<file path="src/rtl/assert_macros.svh">
// ----------------------------------------------------------------------------
// Assertion macros
// Shared concurrent assertion forms for the flash command sequencer.
// ----------------------------------------------------------------------------
`ifndef ASSERT_MACROS_SVH
`define ASSERT_MACROS_SVH

// Same-cycle implication, checked at every rising edge outside reset
`define SFCS_ASSERT_IMPLY(label, clk, rst, cond, prop, msg) \
   label: assert property (@(posedge clk) disable iff (rst) (cond) |-> (prop)) \
      else $error(msg);

// Next-cycle implication, checked at every rising edge outside reset
`define SFCS_ASSERT_NEXT(label, clk, rst, cond, prop, msg) \
   label: assert property (@(posedge clk) disable iff (rst) (cond) |=> (prop)) \
      else $error(msg);

`endif

</file>
<file path="src/rtl/sfcs_pkg.sv">
// ----------------------------------------------------------------------------
// sfcs_pkg
// Types and constants shared by the SPI flash command sequencer modules.
// ----------------------------------------------------------------------------
`default_nettype none

package sfcs_pkg;

   // Request operation codes
   localparam logic [1:0] OP_TICK    = 2'd0;
   localparam logic [1:0] OP_READ    = 2'd1;
   localparam logic [1:0] OP_PROGRAM = 2'd2;
   localparam logic [1:0] OP_ERASE   = 2'd3;

   // Flash command bytes
   localparam logic [7:0] CMD_READ         = 8'h03;
   localparam logic [7:0] CMD_WRITE_ENABLE = 8'h06;
   localparam logic [7:0] CMD_PROGRAM      = 8'h02;
   localparam logic [7:0] CMD_ERASE        = 8'hd8;

   // Configuration register indexes
   localparam int unsigned CSR_INDEX_W = 1;
   localparam int unsigned CSR_DATA_W  = 24;
   localparam logic [CSR_INDEX_W-1:0] CSR_PROGRAM_WAIT = 1'd0;
   localparam logic [CSR_INDEX_W-1:0] CSR_ERASE_WAIT   = 1'd1;

   // Configuration reset values
   localparam logic [15:0] PROGRAM_WAIT_RESET = 16'd100;
   localparam logic [23:0] ERASE_WAIT_RESET   = 24'd7500000;

   // Transaction segments, one-hot
   typedef enum logic [9:0] {
      SEG_IDLE     = 10'b00_0000_0001,
      SEG_WEN_HI   = 10'b00_0000_0010,
      SEG_WEN_LO   = 10'b00_0000_0100,
      SEG_WEN_BITS = 10'b00_0000_1000,
      SEG_WEN_END  = 10'b00_0001_0000,
      SEG_HI       = 10'b00_0010_0000,
      SEG_LO       = 10'b00_0100_0000,
      SEG_BITS     = 10'b00_1000_0000,
      SEG_END      = 10'b01_0000_0000,
      SEG_WAIT     = 10'b10_0000_0000
   } segment_type;

   // Configuration write bundle
   typedef struct packed {
      logic                   we;
      logic [CSR_INDEX_W-1:0] index;
      logic [CSR_DATA_W-1:0]  wdata;
   } csr_write_type;

   // One phase result
   typedef struct packed {
      logic       rejected;
      logic [7:0] read_data;
      logic       read_valid;
      logic       busy_res;
      logic       sclk;
      logic       mosi;
      logic       chip_select_n;
   } result_type;

endpackage

`default_nettype wire

</file>
<file path="src/rtl/sfcs_engine.sv">
// ----------------------------------------------------------------------------
// sfcs_engine
// Phase sequencer state, configuration registers and one-phase step logic.
// ----------------------------------------------------------------------------
`default_nettype none

module sfcs_engine #(
   parameter int ADDR_BYTES = 3
) (
   input  wire                    clock,
   input  wire                    reset,
   input  wire                    step,
   input  wire  [1:0]             operation,
   input  wire  [23:0]            address,
   input  wire  [7:0]             write_data,
   input  wire                    miso,
   input  wire sfcs_pkg::csr_write_type csr,
   output sfcs_pkg::result_type   result
);

   localparam logic [2:0] AddrBytesW = 3'(ADDR_BYTES);

   // State registers
   sfcs_pkg::segment_type seg_ff, seg_in;
   logic [1:0]  phase_ff, phase_in;
   logic [2:0]  bit_ff, bit_in;
   logic [2:0]  byte_ff, byte_in;
   logic [7:0]  out_shift_ff, out_shift_in;
   logic [7:0]  in_shift_ff, in_shift_in;
   logic [1:0]  held_op_ff, held_op_in;
   logic [23:0] held_addr_ff, held_addr_in;
   logic [7:0]  held_data_ff, held_data_in;
   logic [23:0] wait_ff, wait_in;
   logic [15:0] prog_wait_ff, prog_wait_in;
   logic [23:0] erase_wait_ff, erase_wait_in;

   // Step scratch
   sfcs_pkg::segment_type seg_eff;
   logic        idle_like;
   logic [2:0]  byte_count;
   logic [2:0]  byte_next;
   logic [23:0] wait_sel;
   logic [23:0] wait_dec;

   // Byte k of the main transfer: opcode, address MSB first, data or dummy
   function automatic logic [7:0] byte_at(input logic [2:0] k, input logic [1:0] op,
                                          input logic [23:0] addr, input logic [7:0] data);
      logic [7:0] b;
      logic [2:0] idx;
      idx = AddrBytesW - k;
      b = 8'h00;
      if (k == 3'd0) begin
         if (op == sfcs_pkg::OP_READ) b = sfcs_pkg::CMD_READ;
         else if (op == sfcs_pkg::OP_PROGRAM) b = sfcs_pkg::CMD_PROGRAM;
         else b = sfcs_pkg::CMD_ERASE;
      end else if (k <= AddrBytesW) begin
         unique case (idx)
            3'd0: b = addr[7:0];
            3'd1: b = addr[15:8];
            3'd2: b = addr[23:16];
            default: b = 8'h00;
         endcase
      end else if (op == sfcs_pkg::OP_PROGRAM) begin
         b = data;
      end
      return b;
   endfunction

   // Classify current segment; unknown codes act as idle
   always_comb begin
      unique case (seg_ff)
         sfcs_pkg::SEG_WEN_HI, sfcs_pkg::SEG_WEN_LO, sfcs_pkg::SEG_WEN_BITS,
         sfcs_pkg::SEG_WEN_END, sfcs_pkg::SEG_HI, sfcs_pkg::SEG_LO,
         sfcs_pkg::SEG_BITS, sfcs_pkg::SEG_END, sfcs_pkg::SEG_WAIT: idle_like = 1'b0;
         default: idle_like = 1'b1;
      endcase
   end

   assign byte_count = 3'd1 + AddrBytesW + ((held_op_ff == sfcs_pkg::OP_ERASE) ? 3'd0 : 3'd1);
   assign byte_next  = byte_ff + 3'd1;
   assign wait_sel   = (held_op_ff == sfcs_pkg::OP_PROGRAM) ? {8'd0, prog_wait_ff}
                                                            : erase_wait_ff;
   assign wait_dec   = (wait_ff != 24'd0) ? wait_ff - 24'd1 : wait_ff;

   // One phase of the sequencer
   always_comb begin
      seg_in       = seg_ff;
      phase_in     = phase_ff;
      bit_in       = bit_ff;
      byte_in      = byte_ff;
      out_shift_in = out_shift_ff;
      in_shift_in  = in_shift_ff;
      held_op_in   = held_op_ff;
      held_addr_in = held_addr_ff;
      held_data_in = held_data_ff;
      wait_in      = wait_ff;
      seg_eff      = seg_ff;

      result.chip_select_n = 1'b1;
      result.mosi          = 1'b0;
      result.sclk          = 1'b0;
      result.busy_res      = 1'b1;
      result.read_valid    = 1'b0;
      result.read_data     = 8'h00;
      result.rejected      = 1'b0;

      // Accept a command when idle, flag it when busy
      if (idle_like) begin
         seg_eff = sfcs_pkg::SEG_IDLE;
         if (operation != sfcs_pkg::OP_TICK) begin
            held_op_in   = operation;
            held_addr_in = address;
            held_data_in = write_data;
            seg_eff = (operation == sfcs_pkg::OP_READ) ? sfcs_pkg::SEG_HI
                                                       : sfcs_pkg::SEG_WEN_HI;
         end
      end else if (operation != sfcs_pkg::OP_TICK) begin
         result.rejected = 1'b1;
      end

      seg_in = seg_eff;
      unique case (seg_eff)
         sfcs_pkg::SEG_WEN_HI: seg_in = sfcs_pkg::SEG_WEN_LO;
         sfcs_pkg::SEG_HI:     seg_in = sfcs_pkg::SEG_LO;
         sfcs_pkg::SEG_WEN_LO, sfcs_pkg::SEG_LO: begin
            result.chip_select_n = 1'b0;
            phase_in = 2'd0;
            bit_in   = 3'd0;
            byte_in  = 3'd0;
            if (seg_eff == sfcs_pkg::SEG_LO) begin
               out_shift_in = byte_at(3'd0, held_op_ff, held_addr_ff, held_data_ff);
               seg_in       = sfcs_pkg::SEG_BITS;
            end else begin
               out_shift_in = sfcs_pkg::CMD_WRITE_ENABLE;
               seg_in       = sfcs_pkg::SEG_WEN_BITS;
            end
         end
         sfcs_pkg::SEG_WEN_BITS, sfcs_pkg::SEG_BITS: begin
            result.chip_select_n = 1'b0;
            result.mosi = out_shift_ff[~bit_ff];
            result.sclk = (phase_ff == 2'd1);
            if (phase_ff == 2'd1) in_shift_in = {in_shift_ff[6:0], miso};
            if (phase_ff < 2'd2) begin
               phase_in = phase_ff + 2'd1;
            end else begin
               phase_in = 2'd0;
               if (bit_ff != 3'd7) begin
                  bit_in = bit_ff + 3'd1;
               end else begin
                  bit_in  = 3'd0;
                  byte_in = byte_next;
                  // Close the transfer after its last byte, else load the next one
                  if (seg_eff == sfcs_pkg::SEG_WEN_BITS) begin
                     if (byte_next >= 3'd1) seg_in = sfcs_pkg::SEG_WEN_END;
                     else out_shift_in = sfcs_pkg::CMD_WRITE_ENABLE;
                  end else begin
                     if (byte_next >= byte_count) seg_in = sfcs_pkg::SEG_END;
                     else out_shift_in = byte_at(byte_next, held_op_ff, held_addr_ff,
                                                 held_data_ff);
                  end
               end
            end
         end
         sfcs_pkg::SEG_WEN_END: seg_in = sfcs_pkg::SEG_HI;
         sfcs_pkg::SEG_END: begin
            if (held_op_ff == sfcs_pkg::OP_READ) begin
               result.read_valid = 1'b1;
               result.read_data  = in_shift_ff;
               seg_in = sfcs_pkg::SEG_IDLE;
            end else if (wait_sel == 24'd0) begin
               seg_in = sfcs_pkg::SEG_IDLE;
            end else begin
               wait_in = wait_sel;
               seg_in  = sfcs_pkg::SEG_WAIT;
            end
         end
         sfcs_pkg::SEG_WAIT: begin
            wait_in = wait_dec;
            if (wait_dec == 24'd0) seg_in = sfcs_pkg::SEG_IDLE;
         end
         default: begin
            result.busy_res = 1'b0;
            seg_in = sfcs_pkg::SEG_IDLE;
         end
      endcase
   end

   // Configuration writes
   always_comb begin
      prog_wait_in  = prog_wait_ff;
      erase_wait_in = erase_wait_ff;
      if (csr.we) begin
         unique case (csr.index)
            sfcs_pkg::CSR_PROGRAM_WAIT: prog_wait_in  = csr.wdata[15:0];
            sfcs_pkg::CSR_ERASE_WAIT:   erase_wait_in = csr.wdata;
            default: ;
         endcase
      end
   end

   // Advance sequencer state on each accepted phase; configuration registers load on any write
   always_ff @(posedge clock) begin
      if (reset) begin
         seg_ff        <= sfcs_pkg::SEG_IDLE;
         phase_ff      <= 2'd0;
         bit_ff        <= 3'd0;
         byte_ff       <= 3'd0;
         out_shift_ff  <= 8'h00;
         in_shift_ff   <= 8'h00;
         held_op_ff    <= 2'd0;
         held_addr_ff  <= 24'd0;
         held_data_ff  <= 8'h00;
         wait_ff       <= 24'd0;
         prog_wait_ff  <= sfcs_pkg::PROGRAM_WAIT_RESET;
         erase_wait_ff <= sfcs_pkg::ERASE_WAIT_RESET;
      end else begin
         prog_wait_ff  <= prog_wait_in;
         erase_wait_ff <= erase_wait_in;
         if (step) begin
            seg_ff       <= seg_in;
            phase_ff     <= phase_in;
            bit_ff       <= bit_in;
            byte_ff      <= byte_in;
            out_shift_ff <= out_shift_in;
            in_shift_ff  <= in_shift_in;
            held_op_ff   <= held_op_in;
            held_addr_ff <= held_addr_in;
            held_data_ff <= held_data_in;
            wait_ff      <= wait_in;
         end
      end
   end

endmodule

`default_nettype wire

</file>
<file path="src/rtl/sfcs_rsp_stage.sv">
// ----------------------------------------------------------------------------
// sfcs_rsp_stage
// Result register with stream handshake; frees input side when drained.
// ----------------------------------------------------------------------------
`default_nettype none

module sfcs_rsp_stage (
   input  wire                  clock,
   input  wire                  reset,
   input  wire                  load,
   input  wire sfcs_pkg::result_type result_in,
   output logic                 can_load,
   output logic                 rsp_tvalid,
   input  wire                  rsp_tready,
   output sfcs_pkg::result_type result_out
);

   logic                 valid_ff, valid_in;
   sfcs_pkg::result_type data_ff, data_in;

   // Take a new result when empty or when the held one transfers now
   assign can_load = !valid_ff || rsp_tready;

   always_comb begin
      valid_in = valid_ff;
      data_in  = data_ff;
      if (load) begin
         valid_in = 1'b1;
         data_in  = result_in;
      end else if (rsp_tready) begin
         valid_in = 1'b0;
      end
   end

   always_ff @(posedge clock) begin
      if (reset) begin
         valid_ff <= 1'b0;
      end else begin
         valid_ff <= valid_in;
      end
   end

   always_ff @(posedge clock) begin
      data_ff <= data_in;
   end

   assign rsp_tvalid = valid_ff;
   assign result_out = data_ff;

endmodule

`default_nettype wire

</file>
<file path="src/rtl/spi_flash_command_sequencer.sv">
// ----------------------------------------------------------------------------
// spi_flash_command_sequencer
// SPI mode-0 flash master stepped one pin phase per request transfer.
// ----------------------------------------------------------------------------
//  Channel | Direction | Contents
//  req_*   | in        | tuser: operation; tdata: address, write_data, miso
//  rsp_*   | out       | tuser: read_valid; tdata: pins, busy, read_data, rejected
//  csr_*   | in        | write enable, register index, write data
//
//  Each request transfer yields exactly one response, registered in the cycle
//  after the transfer; one phase per cycle while rsp_tready stays high, set by
//  the single step logic between sequencer state and response register.
//  Reset is synchronous and returns the sequencer to idle with default waits.
//  A stalled response holds req_tready low until it transfers.
// ----------------------------------------------------------------------------
`default_nettype none

`include "assert_macros.svh"

module spi_flash_command_sequencer #(
   parameter int ADDR_BYTES = 3
) (
   input  wire         clock,
   input  wire         reset,
   input  wire         req_tvalid,
   output logic        req_tready,
   input  wire  [39:0] req_tdata,   // address[23:0], write_data[31:24], miso[32], zero pad
   input  wire  [1:0]  req_tuser,   // operation[1:0]
   output logic        rsp_tvalid,
   input  wire         rsp_tready,
   output logic [15:0] rsp_tdata,   // chip_select_n[0], mosi[1], sclk[2], busy_res[3],
                                    // read_data[11:4], rejected[12], zero pad
   output logic [0:0]  rsp_tuser,   // read_valid[0]
   input  wire         csr_we,
   input  wire  [sfcs_pkg::CSR_INDEX_W-1:0] csr_index,
   input  wire  [sfcs_pkg::CSR_DATA_W-1:0]  csr_wdata
);

   logic                    step;
   sfcs_pkg::csr_write_type csr;
   sfcs_pkg::result_type    step_result;
   sfcs_pkg::result_type    rsp_result;

   assign step      = req_tvalid && req_tready;
   assign csr.we    = csr_we;
   assign csr.index = csr_index;
   assign csr.wdata = csr_wdata;

   // Sequencer state and phase step
   sfcs_engine #(
      .ADDR_BYTES(ADDR_BYTES)
   ) u_engine (
      .clock      (clock),
      .reset      (reset),
      .step       (step),
      .operation  (req_tuser),
      .address    (req_tdata[23:0]),
      .write_data (req_tdata[31:24]),
      .miso       (req_tdata[32]),
      .csr        (csr),
      .result     (step_result)
   );

   // Response register
   sfcs_rsp_stage u_rsp_stage (
      .clock      (clock),
      .reset      (reset),
      .load       (step),
      .result_in  (step_result),
      .can_load   (req_tready),
      .rsp_tvalid (rsp_tvalid),
      .rsp_tready (rsp_tready),
      .result_out (rsp_result)
   );

   // Pack response fields
   assign rsp_tdata = {3'b000, rsp_result.rejected, rsp_result.read_data,
                       rsp_result.busy_res, rsp_result.sclk, rsp_result.mosi,
                       rsp_result.chip_select_n};
   assign rsp_tuser = rsp_result.read_valid;

   // Checks
   `SFCS_ASSERT_NEXT(a_step_gives_result, clock, reset, step, rsp_tvalid,
                     "accepted phase produced no response")
   `SFCS_ASSERT_IMPLY(a_sclk_needs_cs, clock, reset, rsp_tvalid && rsp_tdata[2],
                      !rsp_tdata[0], "sclk high with chip select released")
   `SFCS_ASSERT_IMPLY(a_read_in_close, clock, reset, rsp_tvalid && rsp_tuser[0],
                      rsp_tdata[0] && rsp_tdata[3], "read completion outside closing phase")
   `SFCS_ASSERT_IMPLY(a_reject_when_busy, clock, reset, rsp_tvalid && rsp_tdata[12],
                      rsp_tdata[3], "command rejected while idle")

endmodule

`default_nettype wire

</file>
<file path="config.mk">
export PLATFORM = sky130hd
export DESIGN_NAME = spi_flash_command_sequencer
export DESIGN_NICKNAME = d
export VERILOG_FILES = /design/src/rtl/sfcs_pkg.sv /design/src/rtl/sfcs_engine.sv /design/src/rtl/sfcs_rsp_stage.sv /design/src/rtl/spi_flash_command_sequencer.sv
export VERILOG_INCLUDE_DIRS = /design/src /design/src/rtl
export SDC_FILE = /design/constraint.sdc
export NUM_CORES = 1
export LEC_CHECK = 0
export ABC_AREA = 1
export ABC_CLOCK_PERIOD_IN_PS = 2000
export BUFFER_PORTS_ARGS = -buffer_cell sky130_fd_sc_hd__buf_4
export CELL_PAD_IN_SITES_DETAIL_PLACEMENT = 1
export CELL_PAD_IN_SITES_GLOBAL_PLACEMENT = 1
export CORE_MARGIN = 1
export CORE_UTILIZATION = 38
export DETAILED_ROUTE_END_ITERATION = 10
export MAX_ROUTING_LAYER = met4
export PLACE_DENSITY_LB_ADDON = 0.1
export SETUP_SLACK_MARGIN = 0.05
export SYNTH_ARGS = -nofsm -noshare
export SYNTH_HDL_FRONTEND = slang
export SYNTH_HIERARCHICAL = 1
export SYNTH_SLANG_ARGS = --single-unit
</file>
<file path="constraint.sdc">
create_clock -name clock -period 2 [get_ports clock]
set_input_delay 0.1 -clock clock [delete_from_list [all_inputs] [get_ports clock]]
set_output_delay 0.1 -clock clock [all_outputs]
set_load 0.005 [all_outputs]
</file>
==> results.ini <==
[run_status]
status=finished with violations
violations=setup timing

[logic_synthesis]
yosys-top-cells-area=dfxtp_1 35%, nand2_1 14%, a21oi_1 6.6%
synth_common_cells=294 x nand2_1, 133 x dfxtp_1, 132 x nor2_1
synthCells=1121
synth_enable_flop_cells=14
synth_seq_cells=147
netlist_area_um2=7649
yosysMostFrequentCell=nand2_1
synth_async_sr_flop_share_pct=0
synth_flop_cell=dfxtp_1
synth_cell_type_count=46
ys_warn_count=6
ys_seq_area_share_pct=40.31
yosys.area.top_type=dfxtp_1
avgSynthCellArea_um2=6.823
yosysTopAreaCellShare_pct=34.81

[die]
core_area_um2=19590
ioPinCount=91
rows=51
die_area_um2=20700
die_h_um=143.9
initial_core_util_pct=39.04
die_w_um=143.9

[grt]
grt_start_max_net_pins=76
grt_pass1_vias=9045
grt_pass1_wl_um=46380
grt_util_all_layers_pct=29.76
gr-total-overflow=0
antenna_found_initial=0

[setup_path]
r2r_start=u_engine/held_op_ff[0]$_SDFFE_PP0P_
crit_arrival_ns=2.60
cp-start-kind=register
cp.required_ns=2.35
path_cells=inv_2, ha_4, buf_4, nand2_1, nand2_2, nor4_4, nand4_1, nand2_2, nand2_4, nand2_8, buf_12, o21ai_1, a21oi_1
reg2reg_depth=13
crit_type=register to register
crit_path_frequent_cell=nand2_2
reg2reg_setup_slack_ns=-0.25
path_max_fanout=7
critPathSlowestCell=dfxtp_2
critPathCaptureType=register
timing.rr.end=u_engine/wait_ff[9]$_SDFFE_PP0P_
cpPeakStageDelay_ns=0.33

[place]
gp_congestion=0.8450
dpl.hpwl_um=18440
post_dp_cell_area_um2=9507
io_buffers=80
dpl_worst_slack_ns=-0.3089
placed_cells=1566

[finish]
areaGrowthSynthToFinish_pct=54.33
fin_cells=1693
final_nets=1499
drive_above_1_share_pct=34.94
fin_area_um2=11800
final_util_pct=60.25
diodes=0

[clocking]
cts.clk_slew.worst_paths_ns=0.07
root_buffer=clkbuf_16
clock_latency_ns=0.43
cts_inserted_buffers=17
htree_levels=4
cts_tree=built
clockBufferDepth=2
cts_sinks=147

[power]
power_density_nw_per_um2=626.0
irDropWorstVdd_uv=602.9
power_mw=7.389
leakagePower_nw=5.335

[timing]
rsz0062_at_grt=true
period_share_pct=112.5
worstMarginPinSlew_ns=0.7695
setup_viol=27
skew_ns=0.01137
fmax_mhz=444.6
hold_viol=0
layout_setup_ws_ns=-0.2491
min_period_ns=2.249
maxSlewHeadroom_pct=48.65
finalMaxSlewViolations=0
tns_ns=-4.953
holdWs_ns=0.03437

[routing]
vias=8929
drc=0
wl_per_cell_um=18.82
ant_nets=0
routed_wl_um=31870
drt_pass1_iterations=6
viasPerCell=5.274
drt-initial-drc-count=455

[min_path]
hp-start=csr_wdata[23]
hold_path.class=input port to register
min_to=u_engine/erase_wait_ff[23]$_SDFFE_PP0P_
whs_path_depth=3

[run]
cap_violations=0

==> report_power, final <==
part | internal [mW] | switching (mW) | total, mW
Sequential | 3.11 | 0.0846 | 3.20
Clock | 1.62 | 1.41 | 3.03
Combinational | 0.531 | 0.633 | 1.16
==> layer usage <==
metal	GRT usage, %	vias up	share of wire (%)
li1	-	4254	-
met1	37.00	4388	43
met2	50.47	223	51
met3	3.932	64	3.3
met4	7.839	0	2.0
met5	-	-	0
==> state kept, by name (all words and copies together), names as in the netlist <==
register	cells
u_engine/byte_ff	3
u_engine/held_addr_ff	24
u_engine/held_data_ff	8
u_engine/held_op_ff	2
u_engine/bit_ff	3
u_rsp_stage/rsp_tvalid	1
u_engine/phase_ff	2
u_engine/erase_wait_ff	24
u_engine/out_shift_ff	8
u_engine/wait_ff	24
u_engine/in_shift_ff	8
u_engine/seg_ff	10
u_rsp_stage/result_out	14
u_engine/prog_wait_ff	16
==> final cells by class <==
cell class	count	area [µm²]
Clock inverter	15	121.4
Timing Repair Buffer	321	2736
Clock buffer	17	425.4
Tap cell	265	331.6
Fill cell	2408	7786
Inverter	119	459.2
Timing Repair inverter	1	3.754
Multi-Input combinational cell	808	4621
Sequential cell	147	3105
==> critical path, delay by kind of cell (launching register included) <==
| family | cells | cell delay, ns |
|---|---|---|
| buffers and inverters | 3 | 0.36 |
| and+or+nand+nor | 7 | 1.03 |
| adders and majority gates | 1 | 0.20 |
| AOI/OAI and AO/OA | 2 | 0.25 |
| DFF | 1 | 0.33 |
==> placed cells by master, fill, tap and decap left out, drive strengths merged, types with 6 or more instances in the layout <==
cell type	instances
nand2	305
buf	260
nor2	139
dfxtp	133
inv	125
o21ai	116
a21oi	105
dlygate4sd3	57
nand3	54
clkbuf	21
edfxtp	14
nand4	13
ha	12
o211ai	11
nor3	9
clkinv	8
o22ai	7
a211oi	6
==> worst max path at each step <==
stage               slack (ns)                           startpoint                           endpoint  cells past startpoint
floorplan                 0.01  u_engine/held_op_ff[0]$_SDFFE_PP0P_  u_engine/wait_ff[19]$_SDFFE_PP0P_                     15
global placement         -0.26  u_engine/held_op_ff[0]$_SDFFE_PP0P_   u_engine/wait_ff[8]$_SDFFE_PP0P_                     13
detailed placement       -0.31  u_engine/held_op_ff[0]$_SDFFE_PP0P_   u_engine/wait_ff[8]$_SDFFE_PP0P_                     14
CTS                      -0.15  u_engine/held_op_ff[0]$_SDFFE_PP0P_  u_engine/wait_ff[10]$_SDFFE_PP0P_                     14
global route             -0.38  u_engine/held_op_ff[0]$_SDFFE_PP0P_   u_engine/wait_ff[9]$_SDFFE_PP0P_                     16
finish                   -0.25  u_engine/held_op_ff[0]$_SDFFE_PP0P_   u_engine/wait_ff[9]$_SDFFE_PP0P_                     13
==> timing repair <==
action / CTS / global route
endpoints found under the hold margin: 73 / 0
gates cloned: 2 / 5
hold buffers: 57 / 0
setup buffers: 17 / 15
pin swaps: 39 / 58
resized for setup: 100 / 145
endpoints found under the setup margin: 53 / 91
==> kinds of logic after synthesis <==
| logic type | after synthesis | share of synthesized area (%) |
|---|---|---|
| AOI/OAI and AO/OA | 258 | 18.60 |
| DFF | 147 | 40.31 |
| xor gates and xnor gates | 4 | 0.4580 |
| adders and majority gates | 12 | 1.963 |
| and+or+nand+nor | 530 | 29.23 |
| buffers and inverters | 169 | 9.390 |
| other | 1 | 0.04903 |
No activity file was read; power rests on OpenSTA's default activity.
